File: config.mk
export PLATFORM = sky130hd
export DESIGN_NAME = bint_cell
export DESIGN_NICKNAME = d
export VERILOG_FILES = /design/src/design/bint_pkg.sv /design/src/design/bint_cell.sv
export SDC_FILE = /design/constraint.sdc
export NUM_CORES = 1
export LEC_CHECK = 0
export ABC_AREA = 1
export BUFFER_PORTS_ARGS = -buffer_cell sky130_fd_sc_hd__buf_4
export CORE_AREA = 2 2 114 116
export CTS_BUF_LIST = sky130_fd_sc_hd__clkbuf_4 sky130_fd_sc_hd__clkbuf_8
export CTS_CLUSTER_SIZE = 24
export DETAILED_ROUTE_END_ITERATION = 12
export DIE_AREA = 0 0 116 118
export GPL_TIMING_DRIVEN = 0
export PLACE_DENSITY = 0.71
export SYNTH_ARGS = -nofsm -noshare
export SYNTH_HDL_FRONTEND = slang
export SYNTH_SLANG_ARGS = --single-unit
File: constraint.sdc
create_clock -name clk_i -period 1.9 [get_ports clk_i]
set_input_delay 0.095 -clock clk_i [delete_from_list [all_inputs] [get_ports clk_i]]
set_output_delay 0.095 -clock clk_i [all_outputs]
set_load 0.02 [all_outputs]
File: src/design/bint_pkg.sv
// ----------------------------------------------------------------------------
// B+ tree internal node table: shared definitions
// Operation codes, cell actions and the control bundle that the node
// controller sends to every cell of the entry chain.
// ----------------------------------------------------------------------------
package bint_pkg;

  localparam int unsigned OpW    = 3;
  localparam int unsigned DataW  = 32;
  localparam int unsigned PosW   = 7;

  localparam logic [OpW-1:0] OP_CLEAR    = 3'd0;
  localparam logic [OpW-1:0] OP_NEW_ROOT = 3'd1;
  localparam logic [OpW-1:0] OP_LOOKUP   = 3'd2;
  localparam logic [OpW-1:0] OP_INSERT   = 3'd3;
  localparam logic [OpW-1:0] OP_REMOVE   = 3'd4;
  localparam logic [OpW-1:0] OP_FIND     = 3'd5;

  typedef enum logic [1:0] {
    ACT_HOLD,
    ACT_LOAD,
    ACT_TAKE_LEFT,
    ACT_TAKE_RIGHT
  } cell_act_e;

  typedef struct packed {
    cell_act_e act;
    logic      cmp_en;
  } cell_ctl_t;

endpackage

File: src/design/bint_cell.sv
// ----------------------------------------------------------------------------
// B+ tree internal node table: entry cell
// Holds one separator key and child id, compares them against the broadcast
// request, and loads, holds or shifts from a neighbor on command.
// ----------------------------------------------------------------------------
module bint_cell #(
  parameter int unsigned KEY_WIDTH   = 32,
  parameter int unsigned CHILD_WIDTH = 32
) (
  input  logic                   clk_i,
  input  bint_pkg::cell_ctl_t    ctl_i,
  input  logic [KEY_WIDTH-1:0]   bkey_i,
  input  logic [CHILD_WIDTH-1:0] bchild_i,
  input  logic [CHILD_WIDTH-1:0] find_i,
  input  logic [KEY_WIDTH-1:0]   left_key_i,
  input  logic [CHILD_WIDTH-1:0] left_child_i,
  input  logic [KEY_WIDTH-1:0]   right_key_i,
  input  logic [CHILD_WIDTH-1:0] right_child_i,
  output logic [KEY_WIDTH-1:0]   key_o,
  output logic [CHILD_WIDTH-1:0] child_o,
  output logic                   le_o,
  output logic                   lt_o,
  output logic                   eq_o
);

  logic [KEY_WIDTH-1:0]   key_q, key_d;
  logic [CHILD_WIDTH-1:0] child_q, child_d;
  logic                   le_q, lt_q, eq_q;

  always_comb begin
    key_d   = key_q;
    child_d = child_q;
    case (ctl_i.act)
      bint_pkg::ACT_HOLD: begin
      end
      bint_pkg::ACT_LOAD: begin
        key_d   = bkey_i;
        child_d = bchild_i;
      end
      bint_pkg::ACT_TAKE_LEFT: begin
        key_d   = left_key_i;
        child_d = left_child_i;
      end
      bint_pkg::ACT_TAKE_RIGHT: begin
        key_d   = right_key_i;
        child_d = right_child_i;
      end
      default: begin
      end
    endcase
  end

  always_ff @(posedge clk_i) begin
    key_q   <= key_d;
    child_q <= child_d;
    if (ctl_i.cmp_en) begin
      le_q <= (key_q <= bkey_i);
      lt_q <= (key_q < bkey_i);
      eq_q <= (child_q == find_i);
    end
  end

  assign key_o   = key_q;
  assign child_o = child_q;
  assign le_o    = le_q;
  assign lt_o    = lt_q;
  assign eq_o    = eq_q;

endmodule

Word level (Yosys, flattened, before mapping)
Cells that the tools add are included.
{"block": "op_classes", "bitwise": 0, "shift": 0, "mux": 2, "n_lt_le_gt_ge": 2, "mul": 0, "n_div": 0, "reduce_logical": 1, "addsub": 0, "eq_ne": 4}
{"cell": "32-bit one-hot mux with 3 select lines", "count": 2}
{"cell": "32-bit equality test", "count": 1}
{"cell": "32-bit <= comparator", "count": 1}
{"cell": "32-bit less-than comparator", "count": 1}
{"cell": "2-bit equality test (second input constant)", "count": 2}
{"cell": "3-bit nonzero test", "count": 1}
{"cell": "2-bit by 1-bit equality test with 1-bit output (second input constant)", "count": 1}
{"block": "word_totals", "latchBits": 0, "memories": 0, "out_inout_bits": 67, "inputBits": 228, "mem_bits_rw": 0, "register_bits": 67, "mem_bits_ro": 0, "elab_cells": 14}

Longest topological paths before layout
{"block": "logic_depth", "ltp_word": 2, "depth_mapped": 14, "depth_no_buf": 14}

Worst setup path after synthesis
Ideal clock, no wire load.
{"block": "synth_timing", "path_type": "flip-flop to flip-flop", "from": "register key_q[31] (netlist: key_o[31])", "to": "register le_q (netlist: le_o), data pin", "stages_incl_launch_ff": 9, "path_slack_ns": 0.203, "path_buffers": 0, "period_less_slack_ns": 1.697, "setup_ns": 0.253, "required_ns": 1.647, "t_arrival_ns": 1.444, "path_cell_list": "edfxtp_1 ha_1 nand2_1 nor2_2 nand4_2 nor3b_2 nand2_1 nand2_1 nand2_1"}
{"block": "synth_between", "elab_chain_cells": 1}
{"item": "start, declared", "line_no": "bint_cell.sv:26", "rtl": "logic [KEY_WIDTH-1:0] key_q, key_d;"}
{"item": "start signal, assigned", "line_no": "bint_cell.sv:54", "rtl": "key_q <= key_d;"}
{"item": "32-bit <= comparator", "line_no": "bint_cell.sv:57", "rtl": "le_q <= (key_q <= bkey_i);"}
{"item": "end signal, assigned", "line_no": "bint_cell.sv:57"}
{"item": "end, declared", "line_no": "bint_cell.sv:28", "rtl": "logic le_q, lt_q, eq_q;"}
Every way passes these cells.
A chain may end at the register's enable or synchronous reset.

Worst setup path after layout
{"block": "layout_timing", "from": "register key_q[29] (netlist: key_o[29])", "to": "register le_q (netlist: le_o), data pin"}
The elaborated chain is that of the path after synthesis.

==> results.yml <==
outcome:
  outcome: "completed"
finish:
  diodes: 0
  final_nets: 1084
  drive_above_1_share_pct: 41.1
  final_cell_mix: "buf_4, nand2_1, nand3_1, edfxtp_1, inv_1"
  fill_cells: 1172
  finish.utilization_pct: 57.6
  instances_no_fill: 1001
  final_common_cell: "buf_4"
  synthToLayoutAreaGrowth_pct: 58.4
floorplanning:
  die_x_um: 116
  dieHeight_um: 118
  io_pins: 295
  die_area_sq_mm: 0.0137
  start_util_pct: 36.4
  num_rows: 41
  core_area_sq_mm: 0.0124
global_routing:
  grtUsageTotal_pct: 23.4
  grt_use_met3_pct: 6.69
  antenna_found_initial: 1
  met1_usage_pct: 26.1
  grt_overflow_total: 0
  busiest_layer: "met2"
  first_global_vias: 4879
  grt_max_degree: 65
  grt_first_pass_wirelength_um: 24700
  grt.met2_usage_pct: 42.5
clocking:
  cts_buffers: 9
  insertion_delay_ns: 0.34
  cts.sinks: 67
  cts_tree: "built"
  cts_max_level: 3
  cts-root-buf: "clkbuf_8"
  clk_pin_slew_worst_paths_ns: 0.07
  cts_buffer_depth: 2
routing:
  avgRoutedWirePerCell_um: 16.6
  ant_nets: 0
  drcViolationCount: 0
  vias_per_cell: 4.89
  drt_wl_total_um: 16700
  drt_iter0_drc: 345
  dr.pass1.iters: 5
  vias: 4899
timing:
  fmax_ghz: 0.553
  fin_crit_ns: 1.81
  drv_slew: 0
  fin_setup_tns_ns: 0
  finalSetupViolCount: 0
  hold_violations: 0
  maxSlewHeadroom_pct: 35.8
  tightestPinTransition_ns: 0.963
  post-route-period-util_pct: 95.1
  skew_ns: 0.00796
power_and_ir_drop:
  p_leak_nw: 3.46
  cellPowerDensity_mw_per_mm2: 641
  vdd_ir_drop_max_mv: 0.328
yosys:
  synth_cell_types: 25
  synth.avg_cell_area_sq_um: 8.76
  synth_top_area_share_pct: 44.5
  syn-cell-area_sq_mm: 0.00452
  ys_ff_latch: 67
  synth_warnings: 0
  synth_top_area_cell: "edfxtp_1"
  synthCells: 516
  syn-num-nets: 776
  synthTopCellsByArea: "edfxtp_1, nand2_1, nand3_1"
  ys_seq_area_share_pct: 44.5
critical_path:
  start_kind: "flip-flop"
  path_class: "flip-flop to flip-flop"
  cp_slowest_cell: "edfxtp_1"
  worstPathRequired_ns: 1.99
  worst_path_largest_cell_delay_ns: 0.44
  crit_arrival_ns: 1.90
  crit_top_cell: "nand2_1"
  critPathMaxFanout: 2
  crit_chain: "ha_4, nand2_2, nor2_2, nand4_2, nor3b_2, nand2_1, nand2_1, nand2_1"
  worstSetupEndpointType: "flip-flop"
place:
  port_buffers: 293
  globalplace.congestion: 0.902
  place_inst: 981
  hpwl_um: 13400
job:
  max_cap_viol_count: 0
hold_path:
  hold_class: "primary input to flip-flop"
[power breakdown]
part	leakage [nW]	internal, mW	switching (mW)	total [mW]
clock network	0.0841	0.484	0.554	1.04
logic	2.68	0.800	0.781	1.58
registers	0.690	1.84	0.123	1.97
total	3.46	3.13	1.46	4.59
[kinds of logic (layout without fill, tap and decap cells)]
group | Yosys count | in the layout | synth area share, %
AO/OA/AOI/OAI | 47 | 47 | 7.03
XOR/XNOR | 31 | 31 | 6.01
adder cells (fa/ha/maj) | 32 | 32 | 8.86
buffers and inverters | 73 | 386 | 7.14
flip-flops | 67 | 67 | 44.5
AND/OR/NAND/NOR | 266 | 266 | 26.4
[area by class of cell]
| cell class | count | area (sq um) | area share [%] |
|---|---|---|---|
| timing repair buffer | 297 | 2230 | 31.2 |
| tap | 172 | 215 | 3.01 |
| multi-input combinational | 376 | 2220 | 31.0 |
| clock inverter | 5 | 20.0 | 0.280 |
| buffer | 27 | 150 | 2.10 |
| inverter | 46 | 173 | 2.41 |
| clock buffer | 11 | 139 | 1.94 |
| sequential | 67 | 2010 | 28.1 |
[path summary, 6_finish.rpt]
path / start / endpoint / slack, ns / depth (start not counted)
setup / recovery: key_o[29] / le_o / 0.09 / 8
hold / removal: left_child_i[21] / child_o[21] / 0.03 / 3
setup reg to reg: key_o[29] / le_o / 0.09 / 8
hold reg to reg: child_o[10] / eq_o / 0.79 / 5
[cell usage after synthesis]
library cell / number
nand2_1: 137
nand3_1: 101
edfxtp_1: 67
inv_1: 45
ha_1: 32
o211ai_1: 31
xnor2_1: 31
buf_2: 15
a21oi_1: 12
nor2_1: 11
nand4_1: 9
buf_4: 6
clkbuf_1: 5
o21ai_0: 2
or2_2: 2
a21o_1: 1
buf_6: 1
inv_2: 1
nand3b_1: 1
nand4_2: 1
nor2_2: 1
nor2_8: 1
nor3_1: 1
nor3b_2: 1
o21a_1: 1
[layer usage]
layer	wire [um]	share of wire [%]
met5	10	0.060
met4	361	2.2
met3	1530	9.2
met2	8620	52
met1	6140	37
[critical path, delay by kind of cell (launching register included)]
family / cells / cell delay [ns]
flip-flops: 1 / 0.44
AND/OR/NAND/NOR: 7 / 0.82
adder cells (fa/ha/maj): 1 / 0.30
[registers in the layout, indices dropped and copies added, names as in the netlist]
| signal | count |
|---|---|
| child_o | 32 |
| key_o | 32 |
| eq_o | 1 |
| le_o | 1 |
| lt_o | 1 |
[repair_timing]
item | in CTS | in global routing
hold buffers | 1 | 0
endpoints found under the hold margin | 3 | 0
gates resized for setup | 0 | 4
setup buffers | 0 | 3
setup endpoints to repair | 0 | 1
[through the flow]
step	hold slack (ns)	power, mW	instance area, sq um	worst slack, ns
finish	0.0272	4.59	7160	0.0926
global route	0.0240	4.82	7160	-0.00116
CTS	0.0147	4.61	7100	0.105
detailed placement	0.339	3.57	6940	0.128
global placement	0.337	3.54	6930	-0.251
floorplan	0.207	2.74	4520	0.203
Note: power is estimated with default switching activity, not from simulation.
